[src/rtl/assert_macros.svh]
// Assertion macros shared by the RTL.
// No dependencies; include by bare file name where assertions are written.
`ifndef ASSERT_MACROS_SVH
`define ASSERT_MACROS_SVH

// Check a property on every clock edge outside reset.
`define OWBM_ASSERT(lbl, clk, rst_n, prop, msg) \
  lbl: assert property (@(posedge clk) disable iff (!rst_n) (prop)) else $error(msg);

// Check that a condition implies a consequence in the same cycle.
`define OWBM_ASSERT_IMP(lbl, clk, rst_n, ante, cons, msg) \
  lbl: assert property (@(posedge clk) disable iff (!rst_n) (ante) |-> (cons)) else $error(msg);

// Check that a condition implies a consequence in the following cycle.
`define OWBM_ASSERT_NEXT(lbl, clk, rst_n, ante, cons, msg) \
  lbl: assert property (@(posedge clk) disable iff (!rst_n) (ante) |=> (cons)) else $error(msg);

`endif

[src/rtl/owbm_pkg.sv]
// Shared types and constants of the 1-Wire bus master.
// No dependencies; imported by every module and the testbench.
package owbm_pkg;

  localparam int BitsPerByte = 8;
  localparam int CntW        = 10;
  localparam int BitW        = 3;
  localparam int AddrW       = 5;
  localparam int DataW       = 32;

  typedef enum logic [1:0] {
    FuncTick  = 2'd0,
    FuncReset = 2'd1,
    FuncWrite = 2'd2,
    FuncRead  = 2'd3
  } func_e;

  typedef enum logic [2:0] {
    PhIdle    = 3'd0,
    PhRstLow  = 3'd1,
    PhRstWait = 3'd2,
    PhRstTail = 3'd3,
    PhWrLow   = 3'd4,
    PhWrRel   = 3'd5,
    PhRdLow   = 3'd6,
    PhRdRel   = 3'd7
  } phase_e;

  // Register word indexes (byte address / 4)
  localparam logic [2:0] RegResetLow    = 3'd0;
  localparam logic [2:0] RegPresenceWait = 3'd1;
  localparam logic [2:0] RegResetTail   = 3'd2;
  localparam logic [2:0] RegSlot        = 3'd3;
  localparam logic [2:0] RegWriteOneLow = 3'd4;
  localparam logic [2:0] RegReadLow     = 3'd5;

  localparam logic [9:0] ResetLowRst     = 10'd480;
  localparam logic [7:0] PresenceWaitRst = 8'd80;
  localparam logic [9:0] ResetTailRst    = 10'd400;
  localparam logic [7:0] SlotRst         = 8'd60;
  localparam logic [3:0] WriteOneLowRst  = 4'd1;
  localparam logic [3:0] ReadLowRst      = 4'd2;

  typedef struct packed {
    logic [9:0] reset_low;
    logic [7:0] presence_wait;
    logic [9:0] reset_tail;
    logic [7:0] slot;
    logic [3:0] write_one_low;
    logic [3:0] read_low;
  } cfg_t;

  typedef struct packed {
    logic       drive_low;
    logic       busy_res;
    logic       done_res;
    logic       presence;
    logic [7:0] rx_byte;
    logic       rejected;
  } res_t;

endpackage

[src/rtl/owbm_if.sv]
// Valid/ready channel interfaces for command words and result words.
// Depends on nothing but the field widths of the 1-Wire bus master.
interface owbm_cmd_if;
  logic       valid;
  logic       ready;
  logic [1:0] func;
  logic [7:0] tx_byte;
  logic       line_level;

  modport source (output valid, output func, output tx_byte, output line_level, input ready);
  modport sink   (input valid, input func, input tx_byte, input line_level, output ready);
endinterface

interface owbm_res_if;
  logic       valid;
  logic       ready;
  logic       drive_low;
  logic       busy_res;
  logic       done_res;
  logic       presence;
  logic [7:0] rx_byte;
  logic       rejected;

  modport source (output valid, output drive_low, output busy_res, output done_res,
                  output presence, output rx_byte, output rejected, input ready);
  modport sink   (input valid, input drive_low, input busy_res, input done_res,
                  input presence, input rx_byte, input rejected, output ready);
endinterface

[src/rtl/one_wire_bus_master.sv]
// 1-Wire bus master top level: input register, phase sequencer, result register.
// Depends on owbm_pkg, owbm_if, owbm_regs, owbm_core and assert_macros.svh.
// Usage:
//   cmd_i carries one word per tick or command: func 0 is a one-microsecond tick
//   with the sampled bus level, 1 starts a reset with presence detect, 2 writes
//   tx_byte and 3 reads a byte, both LSB first. res_o returns exactly one word
//   per accepted word, in order: drive_low for the following interval, busy,
//   done, the last presence result, the last read byte and the reject flag.
//   Commands that arrive while busy are rejected and the operation goes on.
// Timing:
//   A result passes the input register, then the result register, and can be taken
//   at the next edge. One word is taken every cycle unless the result side stalls;
//   the combinational sequencer update between the two registers sets the rate.
// Stall:
//   When the result consumer holds ready low, the result register holds its
//   word, the input register fills, and then cmd_i.ready drops. Nothing is lost.
// Reset:
//   rst_ni clears both pipeline valids, returns the sequencer to idle and loads
//   the default timing registers (480, 80, 400, 60, 1, 2 ticks).
// Configuration: APB writes to byte address 4*i; write only with no word in flight.
`include "assert_macros.svh"

module one_wire_bus_master (
  input  logic                        clk_i,
  input  logic                        rst_ni,
  owbm_cmd_if.sink                    cmd_i,
  owbm_res_if.source                  res_o,
  input  logic                        psel,
  input  logic                        penable,
  input  logic                        pwrite,
  input  logic [owbm_pkg::AddrW-1:0]  paddr,
  input  logic [owbm_pkg::DataW-1:0]  pwdata,
  output logic [owbm_pkg::DataW-1:0]  prdata,
  output logic                        pready
);
  import owbm_pkg::*;

  cfg_t       cfg;
  res_t       res_d, res_q;
  logic       in_vld_q, res_vld_q;
  logic [1:0] in_func_q;
  logic [7:0] in_tx_q;
  logic       in_line_q;
  logic       adv, fire;

  // Advance when the result slot is free or being drained
  assign adv         = !res_vld_q || res_o.ready;
  assign fire        = in_vld_q && adv;
  assign cmd_i.ready = !in_vld_q || adv;

  owbm_regs u_regs (
    .clk_i   (clk_i),
    .rst_ni  (rst_ni),
    .psel    (psel),
    .penable (penable),
    .pwrite  (pwrite),
    .paddr   (paddr),
    .pwdata  (pwdata),
    .prdata  (prdata),
    .pready  (pready),
    .cfg_o   (cfg)
  );

  // Input register: hold the word until the sequencer takes it
  always_ff @(posedge clk_i or negedge rst_ni) begin
    if (!rst_ni) begin
      in_vld_q <= 1'b0;
    end else if (cmd_i.ready) begin
      in_vld_q <= cmd_i.valid;
    end
  end

  always_ff @(posedge clk_i) begin
    if (cmd_i.ready && cmd_i.valid) begin
      in_func_q <= cmd_i.func;
      in_tx_q   <= cmd_i.tx_byte;
      in_line_q <= cmd_i.line_level;
    end
  end

  owbm_core u_core (
    .clk_i        (clk_i),
    .rst_ni       (rst_ni),
    .cfg_i        (cfg),
    .fire_i       (fire),
    .func_i       (in_func_q),
    .tx_byte_i    (in_tx_q),
    .line_level_i (in_line_q),
    .res_o        (res_d)
  );

  // Result register
  always_ff @(posedge clk_i or negedge rst_ni) begin
    if (!rst_ni) begin
      res_vld_q <= 1'b0;
    end else if (adv) begin
      res_vld_q <= in_vld_q;
    end
  end

  always_ff @(posedge clk_i) begin
    if (fire) res_q <= res_d;
  end

  assign res_o.valid     = res_vld_q;
  assign res_o.drive_low = res_q.drive_low;
  assign res_o.busy_res  = res_q.busy_res;
  assign res_o.done_res  = res_q.done_res;
  assign res_o.presence  = res_q.presence;
  assign res_o.rx_byte   = res_q.rx_byte;
  assign res_o.rejected  = res_q.rejected;

  // A pulled-low bus always belongs to a running operation
  `OWBM_ASSERT_IMP(a_drive_busy, clk_i, rst_ni, res_vld_q && res_q.drive_low,
                   res_q.busy_res, "drive_low while not busy")
  // Finishing an operation leaves the sequencer idle
  `OWBM_ASSERT_IMP(a_done_idle, clk_i, rst_ni, res_vld_q && res_q.done_res,
                   !res_q.busy_res && !res_q.rejected, "done with busy or rejected")
  // A command is rejected only while an operation is running
  `OWBM_ASSERT_IMP(a_rej_busy, clk_i, rst_ni, res_vld_q && res_q.rejected,
                   res_q.busy_res, "rejected while idle")
  // A held input word is never dropped
  `OWBM_ASSERT_NEXT(a_in_hold, clk_i, rst_ni, in_vld_q && !fire,
                    in_vld_q, "input word lost during stall")

endmodule

[src/rtl/owbm_regs.sv]
// APB timing register file of the 1-Wire bus master.
// Depends on owbm_pkg for register indexes, reset values and cfg_t.
module owbm_regs (
  input  logic                        clk_i,
  input  logic                        rst_ni,
  input  logic                        psel,
  input  logic                        penable,
  input  logic                        pwrite,
  input  logic [owbm_pkg::AddrW-1:0]  paddr,
  input  logic [owbm_pkg::DataW-1:0]  pwdata,
  output logic [owbm_pkg::DataW-1:0]  prdata,
  output logic                        pready,
  output owbm_pkg::cfg_t              cfg_o
);
  import owbm_pkg::*;

  cfg_t       cfg_q;
  logic       wr_en;
  logic [2:0] idx;

  assign pready = 1'b1;
  assign wr_en  = psel && penable && pwrite;
  assign idx    = paddr[AddrW-1:2];
  assign cfg_o  = cfg_q;

  always_ff @(posedge clk_i or negedge rst_ni) begin
    if (!rst_ni) begin
      cfg_q.reset_low     <= ResetLowRst;
      cfg_q.presence_wait <= PresenceWaitRst;
      cfg_q.reset_tail    <= ResetTailRst;
      cfg_q.slot          <= SlotRst;
      cfg_q.write_one_low <= WriteOneLowRst;
      cfg_q.read_low      <= ReadLowRst;
    end else if (wr_en) begin
      unique case (idx)
        RegResetLow:     cfg_q.reset_low     <= pwdata[9:0];
        RegPresenceWait: cfg_q.presence_wait <= pwdata[7:0];
        RegResetTail:    cfg_q.reset_tail    <= pwdata[9:0];
        RegSlot:         cfg_q.slot          <= pwdata[7:0];
        RegWriteOneLow:  cfg_q.write_one_low <= pwdata[3:0];
        RegReadLow:      cfg_q.read_low      <= pwdata[3:0];
        default: begin
        end
      endcase
    end
  end

  always_comb begin
    unique case (idx)
      RegResetLow:     prdata = DataW'(cfg_q.reset_low);
      RegPresenceWait: prdata = DataW'(cfg_q.presence_wait);
      RegResetTail:    prdata = DataW'(cfg_q.reset_tail);
      RegSlot:         prdata = DataW'(cfg_q.slot);
      RegWriteOneLow:  prdata = DataW'(cfg_q.write_one_low);
      RegReadLow:      prdata = DataW'(cfg_q.read_low);
      default:         prdata = '0;
    endcase
  end

endmodule

[src/rtl/owbm_core.sv]
// Bus phase sequencer: holds the operation state and computes one result per word.
// Depends on owbm_pkg for phase_e, func_e, cfg_t and res_t.
module owbm_core (
  input  logic           clk_i,
  input  logic           rst_ni,
  input  owbm_pkg::cfg_t cfg_i,
  input  logic           fire_i,
  input  logic [1:0]     func_i,
  input  logic [7:0]     tx_byte_i,
  input  logic           line_level_i,
  output owbm_pkg::res_t res_o
);
  import owbm_pkg::*;

  phase_e              phase_q, phase_d, ph_a;
  logic [CntW-1:0]     cnt_q, cnt_d, cnt_a, cnt_inc;
  logic [BitW-1:0]     bit_q, bit_d, bit_a, sel;
  logic [BitW:0]       bit_inc;
  logic [7:0]          shift_q, shift_d, shift_a;
  func_e               op_q, op_a;
  logic                pres_q, pres_a;
  logic [7:0]          rbyte_q, rbyte_d;
  logic                fin_a, fin_d, rej;
  logic                chain, found, slot_z, w1_z, cur, low_z_sel;
  logic [CntW-1:0]     low_dur, rel_dur;
  logic [BitsPerByte-1:0] skip_v, cand_v;

  // Phase register and operation state
  always_ff @(posedge clk_i or negedge rst_ni) begin
    if (!rst_ni) begin
      phase_q <= PhIdle;
      cnt_q   <= '0;
      bit_q   <= '0;
      shift_q <= '0;
      op_q    <= FuncTick;
      pres_q  <= 1'b0;
      rbyte_q <= '0;
    end else if (fire_i) begin
      phase_q <= phase_d;
      cnt_q   <= cnt_d;
      bit_q   <= bit_d;
      shift_q <= shift_d;
      op_q    <= op_a;
      pres_q  <= pres_a;
      rbyte_q <= rbyte_d;
    end
  end

  // Apply the word: tick, start or reject
  always_comb begin
    ph_a    = phase_q;
    cnt_a   = cnt_q;
    bit_a   = bit_q;
    shift_a = shift_q;
    op_a    = op_q;
    pres_a  = pres_q;
    fin_a   = 1'b0;
    rej     = 1'b0;
    cnt_inc = cnt_q + CntW'(1);
    bit_inc = {1'b0, bit_q} + (BitW+1)'(1);
    if (fire_i) begin
      if (func_e'(func_i) == FuncTick) begin
        unique case (phase_q)
          PhIdle: begin
          end
          PhRstWait: begin
            if (cnt_inc >= CntW'(cfg_i.presence_wait)) begin
              pres_a = ~line_level_i;
              ph_a   = PhRstTail;
              cnt_a  = '0;
            end else begin
              cnt_a = cnt_inc;
            end
          end
          PhRdRel: begin
            // sample on the first released tick
            if (cnt_q == '0) shift_a[bit_q] = shift_q[bit_q] | line_level_i;
            if (cnt_inc > CntW'(cfg_i.slot)) begin
              if (bit_inc >= (BitW+1)'(BitsPerByte)) begin
                ph_a  = PhIdle;
                cnt_a = '0;
                bit_a = '0;
                fin_a = 1'b1;
              end else begin
                ph_a  = PhRdLow;
                cnt_a = '0;
                bit_a = bit_inc[BitW-1:0];
              end
            end else begin
              cnt_a = cnt_inc;
            end
          end
          default: cnt_a = cnt_inc;
        endcase
      end else if (phase_q != PhIdle) begin
        rej = 1'b1;
      end else begin
        op_a  = func_e'(func_i);
        cnt_a = '0;
        bit_a = '0;
        unique case (func_e'(func_i))
          FuncReset: begin
            shift_a = '0;
            ph_a    = PhRstLow;
          end
          FuncWrite: begin
            shift_a = tx_byte_i;
            ph_a    = PhWrLow;
          end
          default: begin
            shift_a = '0;
            ph_a    = PhRdLow;
          end
        endcase
      end
    end
  end

  // Pass through timed phases that have run out; zero-length bits are skipped together
  always_comb begin
    slot_z  = (cfg_i.slot == '0);
    w1_z    = (cfg_i.write_one_low == '0);
    cur     = shift_a[bit_a];
    low_dur = cur ? CntW'(cfg_i.write_one_low) : CntW'(cfg_i.slot);
    rel_dur = cur ? CntW'(cfg_i.slot) : '0;
    for (int j = 0; j < BitsPerByte; j++) begin
      skip_v[j] = shift_a[j] ? (w1_z && slot_z) : slot_z;
      cand_v[j] = (j > int'(bit_a)) && !skip_v[j];
    end
    sel   = '0;
    found = 1'b0;
    for (int j = BitsPerByte - 1; j >= 0; j--) begin
      if (cand_v[j]) begin
        sel   = BitW'(j);
        found = 1'b1;
      end
    end
    low_z_sel = shift_a[sel] ? w1_z : slot_z;

    phase_d = ph_a;
    cnt_d   = cnt_a;
    bit_d   = bit_a;
    fin_d   = fin_a;
    chain   = 1'b0;
    unique case (ph_a)
      PhRstLow: begin
        if (cnt_a >= cfg_i.reset_low) begin
          phase_d = PhRstWait;
          cnt_d   = '0;
        end
      end
      PhRstTail: begin
        if (cnt_a >= cfg_i.reset_tail) begin
          phase_d = PhIdle;
          cnt_d   = '0;
          bit_d   = '0;
          fin_d   = 1'b1;
        end
      end
      PhRdLow: begin
        if (cnt_a >= CntW'(cfg_i.read_low)) begin
          phase_d = PhRdRel;
          cnt_d   = '0;
        end
      end
      PhWrLow: begin
        if (cnt_a >= low_dur) begin
          if (rel_dur == '0) begin
            chain = 1'b1;
          end else begin
            phase_d = PhWrRel;
            cnt_d   = '0;
          end
        end
      end
      PhWrRel: begin
        if (cnt_a >= rel_dur) chain = 1'b1;
      end
      default: begin
      end
    endcase

    if (chain) begin
      cnt_d = '0;
      if (found) begin
        bit_d   = sel;
        phase_d = low_z_sel ? PhWrRel : PhWrLow;
      end else begin
        bit_d   = '0;
        phase_d = PhIdle;
        fin_d   = 1'b1;
      end
    end

    shift_d = shift_a;
    rbyte_d = (fin_d && op_a == FuncRead) ? shift_a : rbyte_q;
  end

  always_comb begin
    res_o.drive_low = (phase_d == PhRstLow) || (phase_d == PhWrLow) || (phase_d == PhRdLow);
    res_o.busy_res  = (phase_d != PhIdle);
    res_o.done_res  = fin_d;
    res_o.presence  = pres_a;
    res_o.rx_byte   = rbyte_d;
    res_o.rejected  = rej;
  end

endmodule

[src/flat_wrapper.sv]
// flat-port wrapper written by rule: the top's interface ports become plain ports
module one_wire_bus_master_flat import owbm_pkg::*;
  (clk_i, rst_ni, psel, penable, pwrite, paddr, pwdata, prdata, pready, cmd_i_valid, cmd_i_func, cmd_i_tx_byte, cmd_i_line_level, cmd_i_ready, res_o_valid, res_o_drive_low, res_o_busy_res, res_o_done_res, res_o_presence, res_o_rx_byte, res_o_rejected, res_o_ready);
  owbm_cmd_if cmd_i_i ();
  owbm_res_if res_o_i ();
  input  logic clk_i;
  input  logic rst_ni;
  input  logic psel;
  input  logic penable;
  input  logic pwrite;
  input  logic [owbm_pkg::AddrW-1:0] paddr;
  input  logic [owbm_pkg::DataW-1:0] pwdata;
  output logic [owbm_pkg::DataW-1:0] prdata;
  output logic pready;
  input wire logic [$bits(cmd_i_i.valid)-1:0] cmd_i_valid;
  input wire logic [$bits(cmd_i_i.func)-1:0] cmd_i_func;
  input wire logic [$bits(cmd_i_i.tx_byte)-1:0] cmd_i_tx_byte;
  input wire logic [$bits(cmd_i_i.line_level)-1:0] cmd_i_line_level;
  output wire logic [$bits(cmd_i_i.ready)-1:0] cmd_i_ready;
  output wire logic [$bits(res_o_i.valid)-1:0] res_o_valid;
  output wire logic [$bits(res_o_i.drive_low)-1:0] res_o_drive_low;
  output wire logic [$bits(res_o_i.busy_res)-1:0] res_o_busy_res;
  output wire logic [$bits(res_o_i.done_res)-1:0] res_o_done_res;
  output wire logic [$bits(res_o_i.presence)-1:0] res_o_presence;
  output wire logic [$bits(res_o_i.rx_byte)-1:0] res_o_rx_byte;
  output wire logic [$bits(res_o_i.rejected)-1:0] res_o_rejected;
  input wire logic [$bits(res_o_i.ready)-1:0] res_o_ready;
  assign cmd_i_i.valid = cmd_i_valid;
  assign cmd_i_i.func = cmd_i_func;
  assign cmd_i_i.tx_byte = cmd_i_tx_byte;
  assign cmd_i_i.line_level = cmd_i_line_level;
  assign cmd_i_ready = cmd_i_i.ready;
  assign res_o_valid = res_o_i.valid;
  assign res_o_drive_low = res_o_i.drive_low;
  assign res_o_busy_res = res_o_i.busy_res;
  assign res_o_done_res = res_o_i.done_res;
  assign res_o_presence = res_o_i.presence;
  assign res_o_rx_byte = res_o_i.rx_byte;
  assign res_o_rejected = res_o_i.rejected;
  assign res_o_i.ready = res_o_ready;
  one_wire_bus_master u_core (.clk_i(clk_i), .rst_ni(rst_ni), .cmd_i(cmd_i_i), .res_o(res_o_i), .psel(psel), .penable(penable), .pwrite(pwrite), .paddr(paddr), .pwdata(pwdata), .prdata(prdata), .pready(pready));
endmodule
[config.mk]
export PLATFORM = sky130hd
export DESIGN_NAME = one_wire_bus_master_flat
export DESIGN_NICKNAME = d
export VERILOG_FILES = /design/src/rtl/owbm_pkg.sv /design/src/rtl/owbm_if.sv /design/src/rtl/one_wire_bus_master.sv /design/src/rtl/owbm_regs.sv /design/src/rtl/owbm_core.sv /design/src/flat_wrapper.sv
export VERILOG_INCLUDE_DIRS = /design/src /design/src/rtl
export SDC_FILE = /design/constraint.sdc
export NUM_CORES = 1
export LEC_CHECK = 0
export ABC_AREA = 1
export BUFFER_PORTS_ARGS = -buffer_cell sky130_fd_sc_hd__clkbuf_2
export CORE_ASPECT_RATIO = 0.5
export CORE_MARGIN = 2
export CORE_UTILIZATION = 40
export CTS_BUF_LIST = sky130_fd_sc_hd__clkbuf_16
export DETAILED_ROUTE_END_ITERATION = 6
export SYNTH_ARGS = -nofsm -noshare
export SYNTH_HDL_FRONTEND = slang
export SYNTH_SLANG_ARGS = --single-unit
[constraint.sdc]
create_clock -name clk_i -period 5.4 [get_ports clk_i]
set_input_delay 0.27 -clock clk_i [delete_from_list [all_inputs] [get_ports clk_i]]
set_output_delay 0.27 -clock clk_i [all_outputs]
set_load 0.1 [all_outputs]
==> impl_metrics.tcl <==
set metrics [dict create \
    pwr_density_cell_mw_per_mm2 551 \
    synthTopCellsByArea "dfrtp_1, nand2_1, ha_1, edfxtp_1, inv_1" \
    synth_edf_count 24 \
    crit_path_end_kind "flip-flop" \
    syn_inst 1063 \
    slew_headroom_pct 18.6 \
    synth_top_cell_by_area "dfrtp_1" \
    crit_fanout 10 \
    setup-violations-final 0 \
    grt.overflow.total 0 \
    grt_pass1_wl_mm 34.6 \
    vias_per_cell 5.06 \
    ys_types 52 \
    synth-async-reset-ratio_pct 77.1 \
    cp-startpoint "u_core.u_core.cnt_q[5]$_DFFE_PN0P_" \
    ys_seq_elements 105 \
    post_drt_wl_per_cell_um 15.2 \
    synth_top_area_share_pct 21.2 \
    place_hpwl_mm 16.4 \
    ys_seq_area_share_pct 35.4 \
    drtAntennaViolNets 0 \
    ios 103 \
    clockBufferDepth 2 \
    synth_xor_area_share_pct 0.336 \
    cts-root-buf "clkbuf_16" \
    status "complete, no violations" \
    routed_wl_mm 21.4 \
    htreeDepth 3 \
    path_class "flip-flop to flip-flop" \
    maxCapViolCount 0 \
    postLayoutCoreUtil_pct 45.9 \
    area_delta_synth_final_pct 13.4 \
    vias 7126 \
    peakVddDrop_mv 0.204 \
    max_freq_ghz 0.200 \
    grt_pass1_vias 6767 \
    synth_ff_type "dfrtp_1" \
    synth_mux_area_share_pct 0.128 \
    setup_tns_ns 0 \
    synthesis.area_sq_mm 0.00781 \
    insertion_delay_ns 0.36 \
    hold_path_class "input port to flip-flop" \
    drive_above_1_share_pct 16.4 \
    path_depth 35 \
    synth_top_family_by_area "simple AND/OR/NAND/NOR gates" \
    finalHoldViolCount 0 \
    cpPeakStageDelay_ns 0.49 \
    post-synth-top-count-cell "nand2_1" \
    worstRegToRegCells 35 \
    final.setup_skew_ns 0.00942 \
    r2r_slack_ns 0.41 \
    fin_crit_sh_pct 92.4 \
    critPathBufInv 4 \
    syn_area_per_cell_sq_um 7.35 \
    drt_iter0_drc 455 \
    crit_end "u_core.res_o.rx_byte[5]$_DFFE_PP_" \
    worst_slew_pin_slew_ns 1.21 \
    cp_common_cell "nand2_1" \
    die_w_um 202 \
    rows 36 \
    io_buffers 55 \
    synthSimpleGateAreaFrac_pct 28.6 \
    die_area_sq_mm 0.0207 \
    cts_tree "yes" \
    cp-start-kind "flip-flop" \
    cts_sinks 105 \
    leakage_nw 4.41 \
    drt_first_pass_iters 5 \
    drv_slew 0 \
    required_ns 5.52 \
    synthAdderAreaFrac_pct 9.29 \
    place_area_sq_mm 0.00837 \
    die_h_um 103 \
    nets 1251 \
    grtUsageTotal_pct 21.2 \
    place.gp.congestion 0.884 \
    synth-compound-area-share_pct 14.2 \
    holdWs_ns 0.0748 \
    cp_slowest_cell "dfrtp_1" \
    grt_max_degree 46 \
    coreArea_sq_mm 0.0193 \
    drc_errors 0 \
    critPathTopFamily "simple AND/OR/NAND/NOR gates" \
    fin_crit_ns 4.99 \
    cp.arrival_ns 5.11 \
    r2r-end "u_core.res_o.rx_byte[5]$_DFFE_PP_" \
    antenna_found_initial 0 \
    final_cell_area_sq_mm 0.00886 \
    clkTransAtPathRegs_ns 0.08 \
    synth_common_cells "nand2_1, inv_1, o21ai_0" \
    cts_made_buffers 9 \
    initial_core_util_pct 40.5 \
    antenna_cells 0 \
    finalPower_w 0.00488 \
    r2r_start "u_core.u_core.cnt_q[5]$_DFFE_PN0P_" \
    ys_warn_count 0 \
]
where the power goes:
| group | leakage, nW | total, W | switching [W] | internal (W) |
|---|---|---|---|---|
| clock | 0.151 | 0.000673 | 0.000326 | 0.000347 |
| combinational | 3.04 | 0.00299 | 0.00206 | 0.000932 |
| sequential | 1.23 | 0.00122 | 0.000166 | 0.00105 |
| total | 4.41 | 0.00488 | 0.00255 | 0.00233 |
per-layer routing:
metal	vias to the layer above	routed length, um	track usage [%]
li1	3607	-	-
met5	-	0	0
met4	0	170	4.41
met1	3321	10400	28.2
met2	181	9890	37.5
met3	17	886	3.07
worst min-delay path by stage:
stage	from	endpoint	slack (ns)	cells past startpoint
2_1_floorplan	rst_ni	u_core.in_vld_q$_DFFE_PN0N_	-0.03	0
3_3_place_gp	rst_ni	u_core.u_regs.cfg_o[7]$_DFFE_PN0P_	0.25	1
3_5_place_dp	rst_ni	u_core.u_regs.cfg_o[7]$_DFFE_PN0P_	0.26	1
4_1_cts	cmd_i_func[1]	u_core.in_func_q[1]$_DFFE_PP_	0.06	1
5_1_grt	cmd_i_tx_byte[5]	u_core.in_tx_q[5]$_DFFE_PP_	0.06	1
6_report	cmd_i_tx_byte[5]	u_core.in_tx_q[5]$_DFFE_PP_	0.07	1
through the flow:
| stage | setup slack [ns] | cells |
|---|---|---|
| 3_3_place_gp | 0.268 | 1379 |
| 3_5_place_dp | 0.197 | 1379 |
| 4_1_cts | 0.165 | 1396 |
| 5_1_grt | -0.000920 | 1409 |
| 6_report | 0.409 | 1409 |
| 2_1_floorplan | 0.830 | 1084 |
cell type report:
class | instances | area, sq um
multi-input combinational | 760 | 4290
tap | 266 | 333
sequential | 105 | 2770
clock buffer | 10 | 250
fill | 1983 | 10400
clock inverter | 6 | 50.0
timing repair buffer | 83 | 490
inverter | 179 | 674
worst reg2reg max path, delay by kind of cell (launching register included):
kind            cells  cell delay, ns
compound gates      3            0.40
xor+xnor            1            0.30
fa+ha+maj           2            0.55
buf+inv             4            0.39
flops               1            0.49
simple gates       25            2.61
placed cells by master, fill, tap and decap left out, drive strengths merged, types with 6 or more instances in the layout:
cell    count
nand3      82
nand4      18
dfrtp      66
clkbuf     64
inv       180
nand2     285
buf        28
conb       23
o211ai      7
nor2       75
ha         58
dfstp      15
edfxtp     24
o22ai       6
a21oi      34
nor3        7
a22oi      10
and2       10
o21ai      96
cell families (layout without fill, tap and decap cells):
kind of cell / after synthesis / in the layout
AOI/OAI and AO/OA: 189 / 189
xor gates and xnor gates: 3 / 3
adders and majority gates: 58 / 58
buffers and inverters: 221 / 278
DFF: 105 / 105
muxes: 1 / 1
other: 2 / 23
and+or+nand+nor: 484 / 486
sequential cells by signal, indices dropped and copies added (netlist names), 2 cells and up:
name,flops
u_core.u_regs.cfg_o,44
u_core.in_tx_q,8
u_core.u_core.shift_q,8
u_core.u_core.cnt_q,10
u_core.in_func_q,2
u_core.u_core.bit_q,3
u_core.u_core.phase_q,3
u_core.u_core.rbyte_q,8
u_core.u_core.op_q,2
u_core.res_o.rx_byte,8
what timing repair did:
item / in CTS / in global routing
setup endpoints to repair: 0 / 34
endpoints found under the hold margin: 23 / 0
resized for setup: 0 / 25
hold buffers: 1 / 0
setup buffers: 0 / 11
Note: power is estimated with default switching activity, not from simulation.
